$ cat config.mk
export PLATFORM = sky130hd
export DESIGN_NAME = base64_stream_decoder
export DESIGN_NICKNAME = d
export VERILOG_FILES = /design/src/b64d_pkg.sv /design/src/b64d_core.sv /design/src/base64_stream_decoder.sv
export SDC_FILE = /design/constraint.sdc
export NUM_CORES = 1
export LEC_CHECK = 0
export BUFFER_PORTS_ARGS = -buffer_cell sky130_fd_sc_hd__buf_2
export CELL_PAD_IN_SITES_DETAIL_PLACEMENT = 0
export CELL_PAD_IN_SITES_GLOBAL_PLACEMENT = 1
export CORE_UTILIZATION = 35
export DETAILED_ROUTE_END_ITERATION = 16
export PLACE_DENSITY = 0.64
export SLEW_MARGIN = 20
export SYNTH_ARGS = -nofsm -noshare
export SYNTH_HDL_FRONTEND = slang
export SYNTH_SLANG_ARGS = --single-unit
$ cat constraint.sdc
create_clock -name clk -period 7.81 [get_ports clk]
set_input_delay 1.562 -clock clk [delete_from_list [all_inputs] [get_ports clk]]
set_output_delay 1.562 -clock clk [all_outputs]
set_load 0.005 [all_outputs]
$ cat src/b64d_pkg.sv
package b64d_pkg;

  localparam logic [7:0] PadChar = 8'h3D;

  typedef enum logic [2:0] {
    ST_DATA       = 3'd0,
    ST_END_OK     = 3'd1,
    ST_BAD_CHAR   = 3'd2,
    ST_INCOMPLETE = 3'd3,
    ST_BAD_PAD    = 3'd4
  } status_t;

  // Results caused by one input item: up to three bytes of word, oldest in the high bits.
  typedef struct packed {
    logic [1:0]  cnt;
    status_t     status;
    logic [23:0] word;
  } bundle_t;

  // Returns {valid, sextet} for one character of the standard alphabet.
  function automatic logic [6:0] sextet_of(input logic [7:0] c);
    logic [7:0] d;
    begin
      d = 8'h00;
      if (c >= 8'h41 && c <= 8'h5A) begin
        d = c - 8'h41;
        sextet_of = {1'b1, d[5:0]};
      end else if (c >= 8'h61 && c <= 8'h7A) begin
        d = c - 8'h61 + 8'd26;
        sextet_of = {1'b1, d[5:0]};
      end else if (c >= 8'h30 && c <= 8'h39) begin
        d = c - 8'h30 + 8'd52;
        sextet_of = {1'b1, d[5:0]};
      end else if (c == 8'h2B) begin
        sextet_of = {1'b1, 6'd62};
      end else if (c == 8'h2F) begin
        sextet_of = {1'b1, 6'd63};
      end else begin
        sextet_of = {1'b0, d[5:0]};
      end
    end
  endfunction

  function automatic logic is_blank(input logic [7:0] c);
    begin
      is_blank = (c == 8'h20) || (c >= 8'h09 && c <= 8'h0D);
    end
  endfunction

endpackage

$ cat src/b64d_core.sv
module b64d_core (
  input  logic              clk,
  input  logic              rst_n,
  input  logic              load,
  input  logic [7:0]        in_char,
  input  logic              in_stream_end,
  input  logic              drop_garbage,
  output b64d_pkg::bundle_t res
);
  import b64d_pkg::*;

  logic [17:0] held_r, held_nxt;
  logic [1:0]  fill_r, fill_nxt;
  logic [2:0]  pads_r, pads_nxt;
  logic        failed_r, failed_nxt;

  logic [6:0]  sx;
  logic        is_pad;
  logic [2:0]  pads_tot;
  logic [1:0]  nbytes;

  assign sx       = sextet_of(in_char);
  assign is_pad   = (in_char == PadChar);
  assign pads_tot = pads_r + {2'b00, is_pad};
  assign nbytes   = 2'd3 - pads_tot[1:0];

  always_comb begin
    held_nxt   = held_r;
    fill_nxt   = fill_r;
    pads_nxt   = pads_r;
    failed_nxt = failed_r;
    res.cnt    = 2'd0;
    res.status = ST_DATA;
    res.word   = 24'd0;
    if (in_stream_end) begin
      if (!failed_r) begin
        res.cnt    = 2'd1;
        res.status = (fill_r != 2'd0 && !drop_garbage) ? ST_INCOMPLETE : ST_END_OK;
      end
      held_nxt   = 18'd0;
      fill_nxt   = 2'd0;
      pads_nxt   = 3'd0;
      failed_nxt = 1'b0;
    end else if (failed_r || is_blank(in_char)) begin
      res.cnt = 2'd0;
    end else if (!is_pad && !sx[6]) begin
      if (!drop_garbage) begin
        failed_nxt = 1'b1;
        res.cnt    = 2'd1;
        res.status = ST_BAD_CHAR;
      end
    end else if (!is_pad && pads_r != 3'd0) begin
      // Data may not follow padding within a group.
      failed_nxt = 1'b1;
      res.cnt    = 2'd1;
      res.status = ST_BAD_PAD;
    end else if (fill_r != 2'd3) begin
      held_nxt = {held_r[11:0], is_pad ? 6'd0 : sx[5:0]};
      fill_nxt = fill_r + 2'd1;
      pads_nxt = pads_r + {2'b00, is_pad};
    end else begin
      held_nxt = 18'd0;
      fill_nxt = 2'd0;
      pads_nxt = 3'd0;
      if (pads_tot > 3'd2) begin
        failed_nxt = 1'b1;
        res.cnt    = 2'd1;
        res.status = ST_BAD_PAD;
      end else begin
        res.cnt  = nbytes;
        res.word = {held_r, is_pad ? 6'd0 : sx[5:0]};
      end
    end
  end

  always_ff @(posedge clk) begin
    if (!rst_n) begin
      held_r   <= 18'd0;
      fill_r   <= 2'd0;
      pads_r   <= 3'd0;
      failed_r <= 1'b0;
    end else if (load) begin
      held_r   <= held_nxt;
      fill_r   <= fill_nxt;
      pads_r   <= pads_nxt;
      failed_r <= failed_nxt;
    end
  end

endmodule

$ cat src/base64_stream_decoder.sv
// Base64 text decoder, standard alphabet, one character per input item.
// Input channel (in_valid/in_ready): in_char, or in_stream_end = 1 to close the stream.
// Result channel (out_valid/out_ready): out_byte, out_status and out_last_of_run,
// which marks the final result that one input item causes.
// Configuration channel (cfg_valid/cfg_ready): cfg_drop_garbage, always ready; write it
// only while no item is in flight.
// An accepted item enters a two-entry queue; it is decoded from the queue head and its
// first result is registered in the output register once that register is free.
// Throughput is one character per cycle while the receiver does not stall. Items that
// give no result decode while earlier bytes drain; an item that gives results waits until
// the output register is sending its last result, so a completed group's three bytes go
// out one per cycle while the next group's first three characters are decoded.
// Whitespace, ignored garbage and the first three characters of a group give no result.
// Reset clears the queue, the output register, the group state and the register.
// When the receiver stalls, the output holds; items that give no result still pass,
// and in_ready drops once two items wait in the queue.
module base64_stream_decoder (
  input  logic       clk,
  input  logic       rst_n,
  input  logic       in_valid,
  output logic       in_ready,
  input  logic [7:0] in_char,
  input  logic       in_stream_end,
  output logic       out_valid,
  input  logic       out_ready,
  output logic [7:0] out_byte,
  output logic [2:0] out_status,
  output logic       out_last_of_run,
  input  logic       cfg_valid,
  output logic       cfg_ready,
  input  logic       cfg_drop_garbage
);
  import b64d_pkg::*;

  logic       ig_r;

  // Two-entry input queue.
  logic [7:0] q_char_r [2];
  logic       q_end_r  [2];
  logic       q_wr_r, q_rd_r;
  logic [1:0] q_cnt_r, q_cnt_nxt;
  logic       push, load, pop;

  // Output register holding the results of one item.
  logic [7:0] bytes_r [3];
  status_t    status_r;
  logic [1:0] bcnt_r;
  bundle_t    res;

  assign cfg_ready = 1'b1;
  assign in_ready  = (q_cnt_r != 2'd2);
  assign push      = in_valid && in_ready;
  assign pop       = out_valid && out_ready;
  // Items that give no result never touch the output register.
  assign load      = (q_cnt_r != 2'd0) &&
                     ((bcnt_r == 2'd0) || (bcnt_r == 2'd1 && pop) || (res.cnt == 2'd0));
  assign q_cnt_nxt = q_cnt_r + {1'b0, push} - {1'b0, load};

  always_ff @(posedge clk) begin
    if (!rst_n) begin
      ig_r <= 1'b0;
    end else if (cfg_valid) begin
      ig_r <= cfg_drop_garbage;
    end
  end

  always_ff @(posedge clk) begin
    if (!rst_n) begin
      q_wr_r  <= 1'b0;
      q_rd_r  <= 1'b0;
      q_cnt_r <= 2'd0;
    end else begin
      if (push) begin
        q_wr_r <= ~q_wr_r;
      end
      if (load) begin
        q_rd_r <= ~q_rd_r;
      end
      q_cnt_r <= q_cnt_nxt;
    end
  end

  always_ff @(posedge clk) begin
    if (push) begin
      q_char_r[q_wr_r] <= in_char;
      q_end_r[q_wr_r]  <= in_stream_end;
    end
  end

  b64d_core u_core (
    .clk           (clk),
    .rst_n         (rst_n),
    .load          (load),
    .in_char       (q_char_r[q_rd_r]),
    .in_stream_end (q_end_r[q_rd_r]),
    .drop_garbage  (ig_r),
    .res           (res)
  );

  always_ff @(posedge clk) begin
    if (!rst_n) begin
      bcnt_r <= 2'd0;
    end else if (load && res.cnt != 2'd0) begin
      bcnt_r <= res.cnt;
    end else if (pop) begin
      bcnt_r <= bcnt_r - 2'd1;
    end
  end

  always_ff @(posedge clk) begin
    if (load && res.cnt != 2'd0) begin
      bytes_r[0] <= res.word[23:16];
      bytes_r[1] <= res.word[15:8];
      bytes_r[2] <= res.word[7:0];
      status_r   <= res.status;
    end else if (pop) begin
      bytes_r[0] <= bytes_r[1];
      bytes_r[1] <= bytes_r[2];
    end
  end

  assign out_valid       = (bcnt_r != 2'd0);
  assign out_byte        = bytes_r[0];
  assign out_status      = status_r;
  assign out_last_of_run = (bcnt_r == 2'd1);

  // Status results come alone, so each is the last of its item.
  a_status_alone: assert property (@(posedge clk) disable iff (!rst_n)
    out_valid && out_status != ST_DATA |-> out_last_of_run)
    else $error("status result not marked last");

  a_status_zero: assert property (@(posedge clk) disable iff (!rst_n)
    out_valid && out_status != ST_DATA |-> out_byte == 8'd0)
    else $error("status result carries a nonzero byte");

  a_run_continues: assert property (@(posedge clk) disable iff (!rst_n)
    pop && !out_last_of_run |=> out_valid && out_status == ST_DATA)
    else $error("byte run broken before its last result");

  a_queue_bound: assert property (@(posedge clk) disable iff (!rst_n)
    q_cnt_r != 2'd3 && !(load && q_cnt_r == 2'd0))
    else $error("input queue count out of range");

endmodule

==> flow_summary.yaml, run 1 <==
sta:
  max_freq_mhz: 194.3
  final-max-slew-violation-count: 0
  max_slew_margin_pct: 41.96
  rsz0062_at_grt: "no"
  period_share_pct: 65.89
  final.setup_skew_ps: 6.573
  hold_viol: 0
  finalCriticalPeriod_ps: 5146
  worst_pin_slew_ps: 846.4
  setup_viol: 0
  tns_ps: 0
  setup_slack_ps: 2664
floorplan:
  die_area_um2: 11820
  dieWidth_um: 108.7
  fp.dieH_um: 108.7
  std_cell_rows: 38
  coreArea_um2: 10980
  io_pins: 30
  initial_core_util_pct: 36.30
global_route:
  antenna_found_initial: 0
  grt_pass1_wl_um: 13310
  gr-usage-all-layers_pct: 14.80
  grt_max_degree: 23
  met1_usage_pct: 18.18
  grt_overflow_total: 0
  busiest_layer: "met2"
  gr-usage-met3_pct: 4.005
  use_met2_pct: 25.05
  grt_pass1_vias: 2696
clock_network:
  cts_max_level: 3
  ctsResizeCount: 0
  cts_setup_buffers: 0
  cts_tree: "built"
  root_buffer: "clkbuf_16"
  worstSkewPairLatency_ps: 340
  postCtsHoldBufs: 0
  clk_pin_slew_ps: 60
  cts.sinks: 77
  cts_made_buffers: 9
  clk_path_buf_depth: 2
synthesis:
  syn_inst: 354
  synthMuxAreaShare_pct: 2.574
  synth_edf_count: 45
  netlist_area_um2: 3986
  synthesis.nets: 386
  yosys.area_share.xor_xnor_pct: 2.637
  synth_compound_area_share_pct: 20.72
  synth_top_family_by_area: "compound AO/OA/AOI/OAI gates"
  synth_cell_types: 71
  synth_seq_cells: 77
  synthFlopType: "edfxtp_1"
  synth-adder-area-share_pct: 5.336
  ys_warn_count: 0
  ys_seq_area_share_pct: 49.97
  yosys.area_share.simple_pct: 13.03
  synth.avg_cell_area_um2: 11.26
  synthArstFlopShare_pct: 0
layout:
  syn_to_final_growth_pct: 11.33
  drive_gt1_share_pct: 16.93
  final-seq-area_um2: 1992
  layout_commonest_cell: "edfxtp_1"
  multi_input_area_um2: 1777
  final_cell_mix: "edfxtp_1 (45), a22o_1 (35), dfxtp_1 (32)"
  num-fill-cells: 1076
  diodes: 0
  fin_nets: 405
power_and_ir_drop:
  swShare_pct: 36.99
  p_leak_nw: 1.651
  intPower_mw: 0.9851
  clockPowerShare_pct: 25.1
  power_density_nw_per_um2: 352.3
  p_seq_share_pct: 38.5
  power_frac_comb_pct: 36.4
  switchingPower_mw: 0.5784
  ir_worst_vdd_mv: 0.1819
min_path:
  hold_path.class: "flop to flop"
  min_delay_path_depth: 1
  whs_endpoint: "u_core.held_r[16]"
  hold_start: "u_core.held_r[16]"
worst_setup_path:
  slowest_stage: "dfxtp_1"
  crit_path_cell_trace: "mux2i_1 -> inv_1 -> ha_1 -> or2_2 -> o2111ai_1 -> a21boi_2 -> a311oi_2 -> o21ai_1 -> and2_1 -> nand2b_1"
  arrival_ps: 5110
  crit_family: "simple AND/OR/NAND/NOR gates"
  start_kind: "flop"
  r2r_end: "bytes_r[0][6]"
  worstSetupPathType: "flop to flop"
  cp-end-kind: "flop"
  critical_path_buf_inv_count: 1
  max_stage_delay_ps: 780
  cp.required_ps: 7770
  r2r_slack_ps: 2660
  worst-r2r-cell-count: 10
  path_max_fanout: 21
drt:
  postRouteAntennaNets: 0
  vias: 2777
  drt-pass1-iter-count: 4
  via_per_inst: 5.361
  drt-wirelength-per-cell_um: 15.66
  drc: 0
  wl_um: 8114
  drt-initial-drc-count: 129
placement:
  dp_hpwl_um: 5868
  dp_slack_ps: 2643
  portBuffers: 28
  gp_congestion: 0.8491
outcome:
  run_status: "finished clean"
flow_run:
  drv_cap: 0
==> synth_stat cells (5+ instances only) <==
cell / count / area [um2]
edfxtp_1: 45 / 1351
a22o_1: 35 / 306.5
dfxtp_1: 32 / 640.6
nor2_1: 23 / 86.33
nand2_1: 20 / 75.07
ha_1: 17 / 212.7
inv_1: 17 / 63.81
a21oi_1: 11 / 55.05
buf_4: 10 / 75.07
xnor2_1: 10 / 87.58
mux2i_1: 8 / 80.08
nand3_1: 7 / 35.03
a31oi_1: 6 / 37.54
nor3_1: 6 / 30.03
and2_1: 5 / 31.28
buf_2: 5 / 25.02
o211ai_1: 5 / 37.54
or2_2: 5 / 31.28
==> kinds of logic after synthesis <==
group	Yosys count
AO/OA/AOI/OAI	102
XOR/XNOR	12
adder cells (fa/ha/maj)	17
buffers and inverters	39
flip-flops	77
multiplexers	10
other	1
AND/OR/NAND/NOR	96
==> metrics by stage <==
stage               area, um2  util (%)  hold slack [ps]  power (mW)  instances
finish                   4438     40.41            490.2       1.563        518
global route             4438     40.41            505.4       1.669        518
CTS                      4431     40.34            486.2       1.573        518
detailed placement       4148     37.76            471.7       1.176        502
global placement         4148     37.76            471.1       1.176        502
floorplan                3986         -            449.6       1.053        354
==> worst max-delay path by stage <==
stage / from / endpoint / slack (ps) / cells past startpoint
floorplan: flop / bytes_r[0][0] / 3860 / 11
global placement: flop / bytes_r[0][5] / 2830 / 10
detailed placement: flop / bytes_r[0][5] / 2640 / 10
CTS: flop / bytes_r[0][6] / 2630 / 10
global route: flop / bytes_r[0][14] / 2200 / 10
finish: flop / bytes_r[0][6] / 2660 / 10
==> final cells by class <==
| class | instances | share of cell area (%) |
|---|---|---|
| well taps | 140 | 3.947 |
| repair buffers | 28 | 3.158 |
| flip-flops and latches | 77 | 44.88 |
| multi-input cells | 238 | 40.03 |
| inverters | 19 | 1.607 |
| clock buffers | 9 | 5.075 |
| clock inverters | 7 | 1.297 |
==> per-layer routing <==
layer  vias up  wire length [um]
met4         0                65
met5         -                 0
li1       1379                 -
met2        65              4013
met3         9               318
met1      1324              3716
==> state kept, by name, summed over array words and instances, names as in the netlist, named ones only <==
signal           cells
q_rd_r               1
u_core.pads_r        3
u_core.fill_r        2
ig_r                 1
q_char_r            16
q_cnt_r              2
q_end_r              2
bcnt_r               2
bytes_r             24
out_status           3
u_core.held_r       18
u_core.failed_r      1
q_wr_r               1
==> worst reg2reg max path: stages, from the launching register on <==
cell	delay [ps]
dfxtp_1	780
mux2i_1	700
inv_1	190
ha_1	390
or2_2	360
o2111ai_1	270
a21boi_2	400
a311oi_2	190
o21ai_1	230
and2_1	580
nand2b_1	680
==> power by group through the flow <==
stage | combinational [mW] | sequential [mW] | clock [mW]
after floorplan | 0.464 | 0.589 | 0
after global placement | 0.566 | 0.610 | 0
after detailed placement | 0.564 | 0.612 | 0
after CTS | 0.568 | 0.603 | 0.402
after global routing | 0.631 | 0.616 | 0.422
final | 0.569 | 0.601 | 0.393
No activity file was read; power rests on OpenSTA's default activity.
==> run 2: changes to the inputs <==
Settings changed: PLACE_DENSITY 0.64 to 0.66.
Clock period 7.81 ns to 4.25 ns, I/O delays scaled along.
==> run 2 against run 1 <==
Effect of this change: maximum frequency grew 37%; count of clock-buffer cells in the layout is the same; clock power grew 87%; register-to-register slack lost 2200 ps; power grew 90%; design area grew 2.4%; sequential power grew 81%; via count grew 0.68%; first-iteration DRC count grew 29%; combinational power grew 100%; critical endpoint is now bytes_r[0][12].
==> flow_summary.yaml, run 2 (synthesized netlist as in run 1, its figures left out) <==
clock_network:
  clk_pin_slew_ps: 60
  ctsResizeCount: 0
  clk_path_buf_depth: 2
  postCtsHoldBufs: 0
  cts_made_buffers: 9
  cts_tree: "built"
  cts_max_level: 3
  cts_setup_buffers: 0
  worstSkewPairLatency_ps: 340
  cts.sinks: 77
  root_buffer: "clkbuf_16"
power_and_ir_drop:
  p_leak_nw: 1.710
  swShare_pct: 36.23
  switchingPower_mw: 1.075
  power_frac_comb_pct: 38.6
  intPower_mw: 1.893
  power_density_nw_per_um2: 653.3
  ir_worst_vdd_mv: 0.2785
  p_seq_share_pct: 36.7
  total_power_mw: 2.968
  clockPowerShare_pct: 24.8
layout:
  fin_area_um2: 4543
  syn_to_final_growth_pct: 13.97
  fin_nets: 416
  final-seq-area_um2: 1992
  diodes: 0
  drive_gt1_share_pct: 19.28
  reg_top3: "bytes_r: 24 flops, u_core.held_r: 18 flops, q_char_r: 16 flops"
  num-fill-cells: 1057
  regMostFlops: "bytes_r"
  layout_commonest_cell: "edfxtp_1"
  final_cell_mix: "edfxtp_1 (45), a22o_1 (35), dfxtp_1 (32)"
  multi_input_area_um2: 1769
  largest_reg_flops: 24
worst_setup_path:
  worstSetupPathType: "flop to flop"
  arrival_ps: 3970
  cp-end-kind: "flop"
  cp.required_ps: 4460
  r2r_end: "bytes_r[0][12]"
  worst-r2r-cell-count: 10
  r2r_slack_ps: 490
  path_max_fanout: 16
  start_kind: "flop"
floorplan:
  die_area_um2: 11820
  dieWidth_um: 108.7
  coreArea_um2: 10980
  io_pins: 30
  std_cell_rows: 38
  initial_core_util_pct: 36.30
  fp.dieH_um: 108.7
global_route:
  gr-usage-all-layers_pct: 15.06
  grt_overflow_total: 0
  grt_pass1_vias: 2768
  antenna_found_initial: 0
  grt_pass1_wl_um: 13540
  grt_max_degree: 23
placement:
  portBuffers: 28
  gp_congestion: 0.8493
  dp_slack_ps: 509.5
  dpl_cell_area_um2: 4255
  dp_hpwl_um: 5882
sta:
  tns_ps: 0
  setup_viol: 0
  hold_viol: 0
  final.setup_skew_ps: 7.911
  max_slew_margin_pct: 42.98
  max_freq_mhz: 266.0
  period_share_pct: 88.46
  final-max-slew-violation-count: 0
  worst_pin_slew_ps: 831.6
  hold_slack_ps: 478.8
  rsz0062_at_grt: "no"
  finalCriticalPeriod_ps: 3759
  setup_slack_ps: 490.6
drt:
  postRouteAntennaNets: 0
  wl_um: 8023
  drt-initial-drc-count: 166
  drt-wirelength-per-cell_um: 15.17
  drt-pass1-iter-count: 5
  vias: 2796
  via_per_inst: 5.285
  drc: 0
min_path:
  hold_start: "u_core.held_r[12]"
  hold_path.class: "flop to flop"
  whs_endpoint: "u_core.held_r[12]"
  min_delay_path_depth: 1
outcome:
  run_status: "finished clean"
flow_run:
  drv_cap: 0
## run 2: changes by cell type in the layout (fill, tap and decap cells not counted), sizes merged
cell      previous run  this run
buf                 28        39
clkinv               4         1
clkinvlp             2         3
inv                 20        22
## run 2: layout make-up
cell class / count / share of cell area (%)
Sequential cell: 77 / 43.84
Multi-Input combinational cell: 238 / 38.94
Timing Repair Buffer: 39 / 5.453
Clock buffer: 9 / 4.957
Tap cell: 140 / 3.856
Inverter: 19 / 1.570
Clock inverter: 7 / 1.377
## run 2: power by group through the flow
| stage | combinational, mW | sequential (mW) | clock (mW) |
|---|---|---|---|
| 2_1_floorplan | 0.853 | 1.08 | 0 |
| 3_3_place_gp | 1.15 | 1.10 | 0 |
| 3_5_place_dp | 1.14 | 1.11 | 0 |
| 4_1_cts | 1.15 | 1.09 | 0.753 |
| 5_1_grt | 1.29 | 1.11 | 0.783 |
| 6_report | 1.14 | 1.09 | 0.735 |
## run 2: routing by layer
metal	wire (um)	track usage, %	vias up	part of all wire, %
met2	3782	24.41	65	47
met3	350	4.304	16	4.4
met4	174	6.564	0	2.2
met5	0	0	-	0
met1	3716	18.61	1321	46
li1	-	-	1394	-
## run 2: worst max path at each step
stage / from / endpoint / slack (ps) / depth (start not counted)
2_1_floorplan: flop / bytes_r[0][0] / 300 / 11
3_3_place_gp: flop / bytes_r[0][3] / 640 / 11
3_5_place_dp: flop / bytes_r[0][7] / 510 / 11
4_1_cts: flop / bytes_r[0][12] / 480 / 11
5_1_grt: flop / bytes_r[0][12] / 200 / 11
6_report: flop / bytes_r[0][12] / 490 / 10
## run 2: worst max-delay path, stage by stage (launching register included)
cell	delay (ps)
dfxtp_1	520
mux2i_1	400
buf_4	210
ha_1	280
or2_2	170
o2111ai_1	280
a21boi_2	320
a311oi_2	440
o21ai_1	170
a21oi_2	600
a22o_1	230
## run 2: stage by stage
| step | cells | util (%) |
|---|---|---|
| finish | 529 | 41.36 |
| global placement | 513 | 38.74 |
| global route | 529 | 41.36 |
| floorplan | 354 | - |
| detailed placement | 513 | 38.74 |
| CTS | 529 | 41.36 |
==> run 3: changes to the inputs <==
Settings changed: RECOVER_POWER from default to 25.
==> run 3 against run 2 <==
Effect of this change: flip-flop and latch count stayed put; register-to-register slack is essentially flat; core utilization decreased by 0.080 points; critical path depth is the same; via count up 0.18%; global-route usage unchanged; cell count stayed put; clock power about the same; power about the same; critical endpoint unchanged; highest routed layer unchanged.
==> flow_summary.yaml, run 3 (synthesized netlist as in run 1, its figures left out) <==
outcome:
  run_status: "finished clean"
worst_setup_path:
  worstSetupPathType: "flop to flop"
  r2r_end: "bytes_r[0][12]"
  cp-end-kind: "flop"
  crit_family: "compound AO/OA/AOI/OAI gates"
  crit_path_cell_trace: "mux2i_1 -> buf_4 -> ha_1 -> or2_2 -> o2111ai_1 -> a21boi_2 -> a311oi_2 -> o21ai_1 -> a21oi_2 -> a22o_1"
  endpoint: "bytes_r[0][12]"
  r2r_slack_ps: 490
  start_kind: "flop"
  worst-r2r-cell-count: 10
  slowest_stage: "a21oi_2"
  cp.required_ps: 4460
  max_stage_delay_ps: 600
  path_max_fanout: 16
  arrival_ps: 3970
  critical_path_buf_inv_count: 1
  cp.depth: 10
placement:
  portBuffers: 28
  dpl_cell_area_um2: 4255
  dp_hpwl_um: 5882
  gp_congestion: 0.8493
  dp_slack_ps: 509.5
  dp_cells: 513
power_and_ir_drop:
  ir_worst_vdd_mv: 0.2785
  p_leak_nw: 1.690
  power_density_nw_per_um2: 654.3
layout:
  final_cell_mix: "edfxtp_1 (45), a22o_1 (35), dfxtp_1 (32)"
  diodes: 0
  drive_gt1_share_pct: 17.48
  fin_nets: 416
  final-seq-area_um2: 1992
  regMostFlops: "bytes_r"
  num-fill-cells: 1059
  syn_to_final_growth_pct: 13.75
  largest_reg_flops: 24
  reg_top3: "bytes_r: 24 flops, u_core.held_r: 18 flops, q_char_r: 16 flops"
  layout_commonest_cell: "edfxtp_1"
  fin_area_um2: 4534
  multi_input_area_um2: 1769
  final_cell_count_no_fill: 529
floorplan:
  die_area_um2: 11820
  dieWidth_um: 108.7
  initial_core_util_pct: 36.30
  io_pins: 30
  coreArea_um2: 10980
  std_cell_rows: 38
  fp.dieH_um: 108.7
drt:
  via_per_inst: 5.295
  vias: 2801
  drc: 0
  postRouteAntennaNets: 0
  wl_um: 8029
  drt-initial-drc-count: 166
  drt-wirelength-per-cell_um: 15.18
  drt-pass1-iter-count: 5
sta:
  hold_viol: 0
  rsz0062_at_grt: "no"
  period_share_pct: 88.45
  final-max-slew-violation-count: 0
  max_slew_margin_pct: 42.96
  tns_ps: 0
  setup_slack_ps: 490.7
  finalCriticalPeriod_ps: 3759
  final.setup_skew_ps: 7.885
  setup_viol: 0
  worst_pin_slew_ps: 831.7
  max_freq_mhz: 266.0
clock_network:
  cts_setup_buffers: 0
  clk_path_buf_depth: 2
  worstSkewPairLatency_ps: 340
  cts_made_buffers: 9
  postCtsHoldBufs: 0
  cts_max_level: 3
  clk_pin_slew_ps: 60
  cts_tree: "built"
  ctsResizeCount: 0
  cts.sinks: 77
  root_buffer: "clkbuf_16"
global_route:
  grt_pass1_vias: 2768
  antenna_found_initial: 0
  grt_max_degree: 23
  gr-usage-all-layers_pct: 15.06
  grt_overflow_total: 0
  grt_pass1_wl_um: 13540
min_path:
  hold_start: "u_core.held_r[12]"
  hold_path.class: "flop to flop"
flow_run:
  drv_cap: 0
-- run 3: changes by cell type in the layout (fill, tap and decap cells not counted) --
cell,delta
clkbuf_1,+7
buf_2,-7
-- run 3: per-stage QoR --
step	power, mW	utilization [%]	hold slack [ps]
detailed placement	2.251	38.74	468.2
floorplan	1.936	-	449.6
global placement	2.254	38.74	465.2
finish	2.967	41.29	478.8
CTS	2.997	41.36	483.0
global route	3.184	41.29	497.0
-- run 3: metal layers --
metal | global-route usage (%) | up-vias | routed length (um)
met5 | 0 | - | 0
met1 | 18.61 | 1328 | 3695
met3 | 4.304 | 16 | 370
li1 | - | 1394 | -
met4 | 6.564 | 0 | 174
met2 | 24.41 | 63 | 3789
-- run 3: cell type report --
type,instances,share of cell area (%)
timing repair buffer,39,5.270
inverter,19,1.573
multi-input combinational,238,39.02
sequential,77,43.93
clock buffer,9,4.967
tap,140,3.863
clock inverter,7,1.380
-- run 3: power by group --
group          total, mW  switching [mW]  leakage, nW  internal (mW)
logic               1.14           0.674        0.869          0.468
registers           1.09          0.0747        0.689           1.01
clock network      0.736           0.328        0.133          0.407
total               2.97            1.08         1.69           1.89
-- run 3: worst min path at each step --
stage	end	slack, ps	depth (start not counted)
final	u_core.held_r[12]	480	1
after detailed placement	u_core.held_r[12]	470	1
after global routing	u_core.held_r[12]	500	1
after CTS	u_core.held_r[12]	480	1
after floorplan	u_core.held_r[12]	450	1
after global placement	u_core.held_r[12]	470	1
